===== src/frc_pkg.sv =====
package frc_pkg;

  localparam int FEATURES_DEF    = 64;
  localparam int VALUE_WIDTH_DEF = 32;

  localparam int OPCODE_W = 2;
  localparam int INDEX_W  = 6;
  localparam int SAMPLE_W = 32;
  localparam int COUNT_W  = 32;

  typedef enum logic [OPCODE_W-1:0] {
    OP_CHECK   = 2'd0,
    OP_UPDATE  = 2'd1,
    OP_LOAD_LO = 2'd2,
    OP_LOAD_HI = 2'd3
  } opcode_t;

  // Write enables for the lower and upper bound tables.
  typedef struct packed {
    logic lo_we;
    logic hi_we;
  } bound_wr_t;

endpackage


===== src/frc_in_if.sv =====
interface frc_in_if import frc_pkg::*; ();
  logic                       valid;
  logic                       ready;
  logic [OPCODE_W-1:0]        opcode;
  logic [INDEX_W-1:0]         feature_index;
  logic signed [SAMPLE_W-1:0] sample_value;
  logic                       last_element;

  modport source (output valid, opcode, feature_index, sample_value, last_element,
                  input ready);
  modport sink   (input valid, opcode, feature_index, sample_value, last_element,
                  output ready);
endinterface


===== src/frc_out_if.sv =====
interface frc_out_if import frc_pkg::*; ();
  logic               valid;
  logic               ready;
  logic               in_range;
  logic [COUNT_W-1:0] vectors_checked;
  logic [COUNT_W-1:0] outlier_vectors;
  logic [COUNT_W-1:0] elements_checked;

  modport source (output valid, in_range, vectors_checked, outlier_vectors, elements_checked,
                  input ready);
  modport sink   (input valid, in_range, vectors_checked, outlier_vectors, elements_checked,
                  output ready);
endinterface


===== src/frc_cfg_if.sv =====
interface frc_cfg_if ();
  logic valid;
  logic ready;
  logic enabled;

  modport source (output valid, enabled, input ready);
  modport sink   (input valid, enabled, output ready);
endinterface


===== src/frc_bound_mem.sv =====
module frc_bound_mem #(
  parameter int DEPTH = 64,
  parameter int WIDTH = 32
) (
  input  logic             clk,
  input  logic             rst_n,
  input  logic             rd_en,
  input  logic [(DEPTH > 1 ? $clog2(DEPTH) : 1)-1:0] rd_addr,
  input  logic             wr_en,
  input  logic [(DEPTH > 1 ? $clog2(DEPTH) : 1)-1:0] wr_addr,
  input  logic [WIDTH-1:0] wr_data,
  output logic [WIDTH-1:0] rd_data
);

  localparam int ADDR_W = (DEPTH > 1) ? $clog2(DEPTH) : 1;

  logic [WIDTH-1:0]  mem_r [DEPTH];
  logic [WIDTH-1:0]  rd_q_r;
  logic [ADDR_W-1:0] rd_addr_r;
  logic              byp_valid_r;
  logic [ADDR_W-1:0] byp_addr_r;
  logic [WIDTH-1:0]  byp_data_r;

  always_ff @(posedge clk) begin
    if (wr_en) begin
      mem_r[wr_addr] <= wr_data;
    end
    if (rd_en) begin
      rd_q_r    <= mem_r[rd_addr];
      rd_addr_r <= rd_addr;
    end
  end

  // The most recent write is kept so that a read issued in the same cycle
  // still sees the newest value of its entry.
  always_ff @(posedge clk) begin
    if (!rst_n) begin
      byp_valid_r <= 1'b0;
    end else if (wr_en) begin
      byp_valid_r <= 1'b1;
    end
    if (wr_en) begin
      byp_addr_r <= wr_addr;
      byp_data_r <= wr_data;
    end
  end

  assign rd_data = (byp_valid_r && (byp_addr_r == rd_addr_r)) ? byp_data_r : rd_q_r;

endmodule


===== src/frc_judge.sv =====
module frc_judge import frc_pkg::*; #(
  parameter int VALUE_WIDTH = VALUE_WIDTH_DEF
) (
  input  logic                          clk,
  input  logic                          rst_n,
  input  logic                          enabled,
  input  logic                          s1_valid,
  input  opcode_t                       s1_op,
  input  logic                          s1_last,
  input  logic                          s1_idx_ok,
  input  logic signed [VALUE_WIDTH-1:0] s1_val,
  input  logic signed [VALUE_WIDTH-1:0] lo,
  input  logic signed [VALUE_WIDTH-1:0] hi,
  output logic                          advance,
  output bound_wr_t                     wr,
  frc_out_if.source                     out_ch
);

  logic               vf_r, vf_nxt;
  logic [COUNT_W-1:0] vec_r, vec_nxt;
  logic [COUNT_W-1:0] outl_r, outl_nxt;
  logic [COUNT_W-1:0] elem_r, elem_nxt;
  logic               out_valid_r;
  logic               in_range_r;
  logic [COUNT_W-1:0] vec_out_r, outl_out_r, elem_out_r;

  logic is_check, emits, below, above, fail, vf_acc, check_fire;

  always_comb begin
    is_check   = (s1_op == OP_CHECK);
    emits      = is_check && s1_last;
    advance    = s1_valid && (!emits || !out_valid_r || out_ch.ready);
    below      = (s1_val < lo);
    above      = (s1_val > hi);
    fail       = enabled && s1_idx_ok && (below || above);
    vf_acc     = vf_r | fail;
    check_fire = advance && is_check && enabled;

    elem_nxt = check_fire ? elem_r + COUNT_W'(1) : elem_r;
    vec_nxt  = (check_fire && s1_last) ? vec_r + COUNT_W'(1) : vec_r;
    outl_nxt = (check_fire && s1_last && vf_acc) ? outl_r + COUNT_W'(1) : outl_r;
    vf_nxt   = check_fire ? (s1_last ? 1'b0 : vf_acc) : vf_r;

    wr.lo_we = advance && s1_idx_ok &&
               ((s1_op == OP_LOAD_LO) || ((s1_op == OP_UPDATE) && enabled && below));
    wr.hi_we = advance && s1_idx_ok &&
               ((s1_op == OP_LOAD_HI) || ((s1_op == OP_UPDATE) && enabled && above));
  end

  always_ff @(posedge clk) begin
    if (!rst_n) begin
      vf_r        <= 1'b0;
      vec_r       <= '0;
      outl_r      <= '0;
      elem_r      <= '0;
      out_valid_r <= 1'b0;
    end else begin
      vf_r   <= vf_nxt;
      vec_r  <= vec_nxt;
      outl_r <= outl_nxt;
      elem_r <= elem_nxt;
      if (advance && emits) begin
        out_valid_r <= 1'b1;
      end else if (out_ch.ready) begin
        out_valid_r <= 1'b0;
      end
    end
    if (advance && emits) begin
      in_range_r <= !(enabled && vf_acc);
      vec_out_r  <= vec_nxt;
      outl_out_r <= outl_nxt;
      elem_out_r <= elem_nxt;
    end
  end

  assign out_ch.valid            = out_valid_r;
  assign out_ch.in_range         = in_range_r;
  assign out_ch.vectors_checked  = vec_out_r;
  assign out_ch.outlier_vectors  = outl_out_r;
  assign out_ch.elements_checked = elem_out_r;

endmodule


===== src/feature_range_outlier_check_core.sv =====
// Per-feature range checker. Each request carries one Q16.16 value, its
// feature index, an opcode and a last-of-vector mark. Loads write a lower or
// upper bound, an update widens the bounds of one feature when enabled, and a
// check compares the value with its bounds. The last element of a checked
// vector produces one result with the pass flag and wrapping counts of
// vectors, outlier vectors and elements. One request is accepted every clock
// cycle while the output is not stalled; a request is held in the request
// register and its result in the output register. The two bound tables are
// each a one-read, one-write memory with a registered read and a bypass of
// the last write, so an update that follows a request to the same feature
// sees the new bound. The output register lets the next request enter while
// a result waits to be taken. Bounds must be loaded before they are checked
// or updated. The user must see that the enable register is written only
// while no request is in flight; the block itself does not enforce this.
module feature_range_outlier_check_core import frc_pkg::*; #(
  parameter int FEATURES    = FEATURES_DEF,
  parameter int VALUE_WIDTH = VALUE_WIDTH_DEF
) (
  input  logic      clk,
  input  logic      rst_n,
  frc_cfg_if.sink   cfg_ch,
  frc_in_if.sink    in_ch,
  frc_out_if.source out_ch
);

  localparam int ADDR_W = (FEATURES > 1) ? $clog2(FEATURES) : 1;

  logic                          enabled_r;
  logic                          s1_valid_r;
  opcode_t                       s1_op_r;
  logic                          s1_last_r;
  logic                          s1_idx_ok_r;
  logic [ADDR_W-1:0]             s1_idx_r;
  logic signed [VALUE_WIDTH-1:0] s1_val_r;

  logic                          advance;
  logic                          accept;
  bound_wr_t                     wr;
  logic [VALUE_WIDTH-1:0]        lo_data, hi_data;
  logic [ADDR_W-1:0]             in_addr;
  logic signed [VALUE_WIDTH-1:0] in_val;
  logic                          in_idx_ok;

  assign cfg_ch.ready = 1'b1;

  always_ff @(posedge clk) begin
    if (!rst_n) begin
      enabled_r <= 1'b0;
    end else if (cfg_ch.valid) begin
      enabled_r <= cfg_ch.enabled;
    end
  end

  assign in_ch.ready = !s1_valid_r || advance;
  assign accept      = in_ch.valid && in_ch.ready;
  assign in_addr     = ADDR_W'(in_ch.feature_index);
  assign in_val      = VALUE_WIDTH'(in_ch.sample_value);
  assign in_idx_ok   = (32'(in_ch.feature_index) < 32'(FEATURES));

  always_ff @(posedge clk) begin
    if (!rst_n) begin
      s1_valid_r <= 1'b0;
    end else if (accept) begin
      s1_valid_r <= 1'b1;
    end else if (advance) begin
      s1_valid_r <= 1'b0;
    end
    if (accept) begin
      s1_op_r     <= opcode_t'(in_ch.opcode);
      s1_last_r   <= in_ch.last_element;
      s1_idx_ok_r <= in_idx_ok;
      s1_idx_r    <= in_addr;
      s1_val_r    <= in_val;
    end
  end

  frc_bound_mem #(
    .DEPTH (FEATURES),
    .WIDTH (VALUE_WIDTH)
  ) u_lo_mem (
    .clk     (clk),
    .rst_n   (rst_n),
    .rd_en   (accept),
    .rd_addr (in_addr),
    .wr_en   (wr.lo_we),
    .wr_addr (s1_idx_r),
    .wr_data (s1_val_r),
    .rd_data (lo_data)
  );

  frc_bound_mem #(
    .DEPTH (FEATURES),
    .WIDTH (VALUE_WIDTH)
  ) u_hi_mem (
    .clk     (clk),
    .rst_n   (rst_n),
    .rd_en   (accept),
    .rd_addr (in_addr),
    .wr_en   (wr.hi_we),
    .wr_addr (s1_idx_r),
    .wr_data (s1_val_r),
    .rd_data (hi_data)
  );

  frc_judge #(
    .VALUE_WIDTH (VALUE_WIDTH)
  ) u_judge (
    .clk       (clk),
    .rst_n     (rst_n),
    .enabled   (enabled_r),
    .s1_valid  (s1_valid_r),
    .s1_op     (s1_op_r),
    .s1_last   (s1_last_r),
    .s1_idx_ok (s1_idx_ok_r),
    .s1_val    (s1_val_r),
    .lo        (lo_data),
    .hi        (hi_data),
    .advance   (advance),
    .wr        (wr),
    .out_ch    (out_ch)
  );

endmodule


===== src/flat_wrapper.sv =====
// flat-port wrapper written by rule: the top's interface ports become plain ports
module feature_range_outlier_check_core_flat import frc_pkg::*;
#(
  parameter int FEATURES    = FEATURES_DEF,
  parameter int VALUE_WIDTH = VALUE_WIDTH_DEF
)
  (clk, rst_n, cfg_ch_valid, cfg_ch_enabled, cfg_ch_ready, in_ch_valid, in_ch_opcode, in_ch_feature_index, in_ch_sample_value, in_ch_last_element, in_ch_ready, out_ch_valid, out_ch_in_range, out_ch_vectors_checked, out_ch_outlier_vectors, out_ch_elements_checked, out_ch_ready);
  frc_cfg_if cfg_ch_i ();
  frc_in_if in_ch_i ();
  frc_out_if out_ch_i ();
  input  logic clk;
  input  logic rst_n;
  input wire logic [$bits(cfg_ch_i.valid)-1:0] cfg_ch_valid;
  input wire logic [$bits(cfg_ch_i.enabled)-1:0] cfg_ch_enabled;
  output wire logic [$bits(cfg_ch_i.ready)-1:0] cfg_ch_ready;
  input wire logic [$bits(in_ch_i.valid)-1:0] in_ch_valid;
  input wire logic [$bits(in_ch_i.opcode)-1:0] in_ch_opcode;
  input wire logic [$bits(in_ch_i.feature_index)-1:0] in_ch_feature_index;
  input wire logic [$bits(in_ch_i.sample_value)-1:0] in_ch_sample_value;
  input wire logic [$bits(in_ch_i.last_element)-1:0] in_ch_last_element;
  output wire logic [$bits(in_ch_i.ready)-1:0] in_ch_ready;
  output wire logic [$bits(out_ch_i.valid)-1:0] out_ch_valid;
  output wire logic [$bits(out_ch_i.in_range)-1:0] out_ch_in_range;
  output wire logic [$bits(out_ch_i.vectors_checked)-1:0] out_ch_vectors_checked;
  output wire logic [$bits(out_ch_i.outlier_vectors)-1:0] out_ch_outlier_vectors;
  output wire logic [$bits(out_ch_i.elements_checked)-1:0] out_ch_elements_checked;
  input wire logic [$bits(out_ch_i.ready)-1:0] out_ch_ready;
  assign cfg_ch_i.valid = cfg_ch_valid;
  assign cfg_ch_i.enabled = cfg_ch_enabled;
  assign cfg_ch_ready = cfg_ch_i.ready;
  assign in_ch_i.valid = in_ch_valid;
  assign in_ch_i.opcode = in_ch_opcode;
  assign in_ch_i.feature_index = in_ch_feature_index;
  assign in_ch_i.sample_value = in_ch_sample_value;
  assign in_ch_i.last_element = in_ch_last_element;
  assign in_ch_ready = in_ch_i.ready;
  assign out_ch_valid = out_ch_i.valid;
  assign out_ch_in_range = out_ch_i.in_range;
  assign out_ch_vectors_checked = out_ch_i.vectors_checked;
  assign out_ch_outlier_vectors = out_ch_i.outlier_vectors;
  assign out_ch_elements_checked = out_ch_i.elements_checked;
  assign out_ch_i.ready = out_ch_ready;
  feature_range_outlier_check_core #(.FEATURES(FEATURES), .VALUE_WIDTH(VALUE_WIDTH)) u_core (.clk(clk), .rst_n(rst_n), .cfg_ch(cfg_ch_i), .in_ch(in_ch_i), .out_ch(out_ch_i));
endmodule

===== config.mk =====
export PLATFORM = sky130hd
export DESIGN_NAME = feature_range_outlier_check_core_flat
export DESIGN_NICKNAME = d
export VERILOG_FILES = /design/src/frc_pkg.sv /design/src/frc_in_if.sv /design/src/frc_out_if.sv /design/src/frc_cfg_if.sv /design/src/frc_bound_mem.sv /design/src/frc_judge.sv /design/src/feature_range_outlier_check_core.sv /design/src/flat_wrapper.sv
export SDC_FILE = /design/constraint.sdc
export NUM_CORES = 2
export LEC_CHECK = 0
export BUFFER_PORTS_ARGS = -buffer_cell sky130_fd_sc_hd__buf_2
export CORE_MARGIN = 10
export CORE_UTILIZATION = 35
export DETAILED_ROUTE_END_ITERATION = 12
export PLACE_DENSITY = 0.6
export SYNTH_ARGS = -nofsm -noshare
export SYNTH_HDL_FRONTEND = slang
export SYNTH_SLANG_ARGS = --single-unit

===== constraint.sdc =====
create_clock -name clk -period 9.6 [get_ports clk]
set_clock_uncertainty 0.15 [all_clocks]
set_input_delay 2.4 -clock clk [delete_from_list [all_inputs] [get_ports clk]]
set_output_delay 2.4 -clock clk [all_outputs]
set_load 0.03 [all_outputs]

Word-level counts from Yosys, hierarchy flattened:

Memory sizes are Yosys's and may differ from the RTL's. A register that Yosys moved wholly into a read port is not among the register bits.
Index checks and enable logic that the tools add are counted.
W data, S select, Z words.

* register bits after elaboration: 316
* bits in latches: 0
* memory bits (writable): 4096
* bits in read-only memories: 0
* bits of input ports: 47
* output and inout bits: 100
* word-level logic and storage cells: 78
* memories kept: 2

Memories
* u_core.u_hi_mem.mem_r: depth 64, bits a word 32, rd ports 1, clocked after Yosys merged registers in 1, write ports 1, line frc_bound_mem.sv:17 `logic [WIDTH-1:0] mem_r [DEPTH];`
* u_core.u_lo_mem.mem_r: depth 64, bits a word 32, rd ports 1, clocked after Yosys merged registers in 1, write ports 1, line frc_bound_mem.sv:17

* $add $sub $neg: 3
* multiply operators: 0
* divide/modulo/power cells: 0
* $lt $le $gt $ge: 2
* equality and inequality tests: 5
* shift-type cells: 0
* mux-type cells: 14
* bitwise operators: 1
* reductions and logical operators: 30

Operators by type and width (count)
* $mux W32: 5
* $add A32 B1 Y32 const B: 3
* $gt A32 B32 Y1: 1
* $lt A32 B32 Y1: 1
* $logic_and A1 B1 Y1: 17
* $eq A6 B6 Y1: 2
* $mux W1: 9
* $logic_or A1 B1 Y1: 6
* $eq A2 B2 Y1 const B: 2
* $logic_not A1 Y1: 4
* $reduce_bool A2 Y1: 2
* $eq A2 B1 Y1 const B: 1
* $logic_not A2 Y1: 1
* $or A1 B1 Y1: 1

Longest topological paths before layout:

* depth in word-level cells: 11
* gate-level depth with buffers: 17
* depth with buffers taken out: 13

Cells and area by module:

Synthesis repeated with hierarchy kept, for this count alone.

* cells, all modules: 7793
* area total of the unflattened synthesis: 171477.0 µm²

Modules (own cells, without submodules)
* frc_bound_mem: times used 2, cells an instance 3434, area each 80403.4 µm², sequential area each 63801.2 µm²
* frc_judge: times used 1, cells an instance 874, area each 9334.0 µm², sequential area each 4874.7 µm²
* feature_range_outlier_check_core: times used 1, cells an instance 51, area each 1336.3 µm², sequential area each 1271.2 µm²

Least setup slack after synthesis:

Ideal clock, no wire load.

* path type: input to register
* start point: input port out_ch_ready
* end point: register u_core.s1_idx_r[0], enable pin
* arrival: 7.723 ns
* setup slack: 1.096 ns
* stages on the path: 2
* path through: nor2b_1 a31oi_1

* longest elaborated chain between the ends: 4

Ends and longest elaborated chain
* from (decl): line flat_wrapper.sv:27 `input wire logic [$bits(out_ch_i.ready)-1:0] out_ch_ready;`
* $logic_or A1 B1 Y1: line frc_judge.sv:32 `advance = s1_valid && (!emits || !out_valid_r || out_ch.ready);`
* $logic_and A1 B1 Y1: line frc_judge.sv:32
* $logic_or A1 B1 Y1: line feature_range_outlier_check_core.sv:54 `assign in_ch.ready = !s1_valid_r || advance;`
* $logic_and A1 B1 Y1: line feature_range_outlier_check_core.sv:55 `assign accept = in_ch.valid && in_ch.ready;`
* net u_core.accept: line feature_range_outlier_check_core.sv:37 `logic accept;`
* to (signal assigned): line feature_range_outlier_check_core.sv:72 `s1_idx_r <= in_addr;`
* to (decl): line feature_range_outlier_check_core.sv:33 `logic [ADDR_W-1:0] s1_idx_r;`

The timed path passes the listed nets, and every way through them passes these cells.
A chain may end at the register's enable or synchronous reset.

Worst setup path after layout:

* start point: register u_core.s1_idx_r[1]
* end point: memory u_core.u_lo_mem.mem_r[46][9], enable pin

* longest elaborated chain between the ends: 9

Ends and longest elaborated chain (line)
* $eq A6 B6 Y1
* $logic_and A1 B1 Y1
* $mux W32
* $lt A32 B32 Y1
* $logic_and A1 B1 Y1
* $logic_or A1 B1 Y1
* $logic_and A1 B1 Y1
* $mux W1 (2 in series)
* to (decl): frc_bound_mem.sv:17

Parallel ways exist; a longest one is shown, timed or not.

==> flow_summary.ini <==
[placement]
portBuffers = 145
placed_cell_area_um2 = 181000
dp_hpwl_um = 266000
placed_cells = 13500
gp_congestion = 0.847

[power_and_ir_drop]
powerDensity_nw_per_um2 = 208
vdd_drop_max_mv = 0.157
leakage_uw = 0.0598

[layout]
seq_area_um2 = 133000
fin_nets = 7592
fin_area_um2 = 195000
multi_input_area_um2 = 36900
fin_cells = 14300
syn_to_final_growth_pct = 14.0
reg_top3 = u_core.u_hi_mem.mem_r (2048), u_core.u_lo_mem.mem_r (2048)
drive_gt1_frac = 0.314
fill_cells = 41800

[logic_synthesis]
synth_area_per_cell_um2 = 24.3
ys_seq_area_frac = 0.780
syn_inst = 7043
synth-main-ff-cell = edfxtp_1
yosysTopAreaCell = edfxtp_1
synth_nets = 7156
synth-edff-count = 4374
yosysWarnings = 0
synth_most_common_cell = edfxtp_1
synthTopCellsByCount = edfxtp_1, mux4_2, clkbuf_1
async_flop_share = 0
synth-seq-cells = 4476
ys_types = 66
syn_area_um2 = 171000
yosys.area.top_type_share = 0.768
synth_area_leaders = edfxtp_1, mux4_2, dfxtp_1, clkbuf_1, ha_1

[grt]
grt_overflow = 0
grt_antenna_before_repair = 57
grt_pass1_wl_um = 626000
track_usage = 0.167
grt_pass1_vias = 78600
grt_max_degree = 145

[detailed_routing]
detail-route-antenna-nets = 0
drt_iter0_drc = 10800
firstDrtPassIters = 6
num_vias = 78600
drc = 0
post_drt_wl_per_cell_um = 31.2
vias_per_cell = 5.49
totalWireLength_um = 446000

[critical_path]
endpoint_kind = flip-flop
r2r-start = u_core.s1_idx_r[1]
cp.arrival_ns = 7.65
timing.rr.end = u_core.u_lo_mem.mem_r[46][9]
startpoint_type = flip-flop
r2r_slack_ns = 2.41
crit_type = reg2reg
rr_worst_depth = 15
cp_max_fo = 49
cp.required_ns = 10.06

[sta]
fin_crit_ns = 7.19
maxSlewHeadroom = 0.148
hold_viol_final = 0
rsz0062_at_grt = false
drv_slew = 0
setup_tns_ns = 0
max_slew.worst_pin.slew_ns = 1.28
setup_viol = 0
finalCritPeriodShare = 0.749
fmax_ghz = 0.139

[floorplanning]
die_w_um = 719
start_util = 0.351
core_region_area_um2 = 487000
dieArea_um2 = 517000
ios = 147
std_cell_rows = 256
die_y_um = 719

[clock_tree]
clock_latency_ns = 1.01
cts_tree = yes
clk_pin_slew_ns = 0.07
clock-sinks = 4476
cts_setup_buffers = 0
numCtsBuffers = 427
cts-resized-gates = 0
cts_hold_buffers = 0
clockBufferDepth = 4
cts_root_buffer = clkbuf_16
cts_htree_levels = 5

[flow_run]
drv_cap = 0

[worst_hold_path]
min-delay-start = u_core.u_judge.outl_r[22]
worstHoldEndpoint = u_core.u_judge.outl_r[22]
min_path_type = reg2reg
worstHoldPathCells = 2

[status]
status = completed
cells by family after synthesis:
logic type | count (synthesis) | synth area share
other | 1 | 0.0000219
xor gates and xnor gates | 94 | 0.00482
AOI/OAI and AO/OA | 99 | 0.00397
and+or+nand+nor | 508 | 0.0156
buffers and inverters | 375 | 0.00871
muxes | 1424 | 0.182
DFF | 4476 | 0.780
adders and majority gates | 66 | 0.00483
how the worst max path moves through the flow:
stage	cells past startpoint	startpoint	slack, ns	end
2_1_floorplan	2	out_ch_ready	1.10	u_core.s1_idx_r[0]
3_3_place_gp	15	u_core.s1_idx_r[1]	2.58	u_core.u_lo_mem.mem_r[45][31]
3_5_place_dp	15	u_core.s1_idx_r[1]	2.56	u_core.u_lo_mem.mem_r[47][30]
4_1_cts	15	u_core.s1_idx_r[1]	2.46	u_core.u_lo_mem.mem_r[47][10]
5_1_grt	15	u_core.s1_idx_r[1]	2.08	u_core.u_lo_mem.mem_r[46][9]
6_report	15	u_core.s1_idx_r[1]	2.41	u_core.u_lo_mem.mem_r[46][9]
power by group:
part           switching [uW]  leakage (uW)  internal [uW]
clock                    7310       0.00664           9240
sequential               79.2        0.0404          21700
combinational            1550        0.0128            759
total                    8930        0.0598          31700
worst max-delay path: stages (launching register included):
cell and delay, ns:
edfxtp_1 0.63, xnor2_1 0.33, nand4_1 0.29, nor2_4 0.97, mux2i_1 0.31, ha_1 0.29
and4_4 0.20, a221oi_1 0.33, o21ai_1 0.15, o32ai_2 0.40, o211ai_2 0.33, o22ai_1 0.37
nand2_4 0.28, buf_4 0.46, nor3_2 0.76, buf_4 0.51
metrics by stage:
step | worst slack [ns] | hold WS, ns | total power, uW | util
finish | 2.41 | 0.315 | 40600 | 0.401
global route | 2.08 | 0.324 | 41800 | 0.401
CTS | 2.46 | 0.315 | 40900 | 0.401
detailed placement | 2.56 | 0.306 | 24500 | 0.373
global placement | 2.58 | 0.295 | 24500 | 0.373
floorplan | 1.10 | 0.285 | 23400 | -
layout by cell type (no fill, tap or decap), types with 18 or more instances in the layout:
master	netlist	routed
mux4_2	1344	1344
xor2_1	38	38
nor2_4	0	65
nand2b_1	18	18
nand4_1	33	33
inv_1	22	21
nor3_2	0	64
bufinv_16	0	37
clkinvlp_4	0	18
xnor2_1	56	56
a21oi_1	30	30
and3_1	20	19
buf_4	3	183
buf_2	44	139
buf_12	0	34
dfxtp_1	102	102
nand2_1	95	94
edfxtp_1	4374	4374
clkinv_1	0	112
mux2i_1	77	77
nand3_1	35	35
ha_1	66	66
clkinv_2	0	79
nor2_1	97	32
clkbuf_1	261	76
and2_1	77	77
clkbuf_16	0	430
layer usage:
metal	up-vias	global-route usage	routed length, um
li1	31200	-	-
met1	43000	0.235	181000
met2	3648	0.266	213000
met3	618	0.0322	38700
met4	14	0.0488	14400
met5	-	0	95
final cells by class:
cell class | count | share of cell area
clock buffers | 507 | 0.0567
flip-flops and latches | 4476 | 0.684
diodes | 12 | 0.000154
clock inverters | 280 | 0.0132
multi-input cells | 2192 | 0.189
repair buffers | 360 | 0.0144
well taps | 6450 | 0.0414
inverters | 22 | 0.000424
Power figures use the tool's default switching activity.
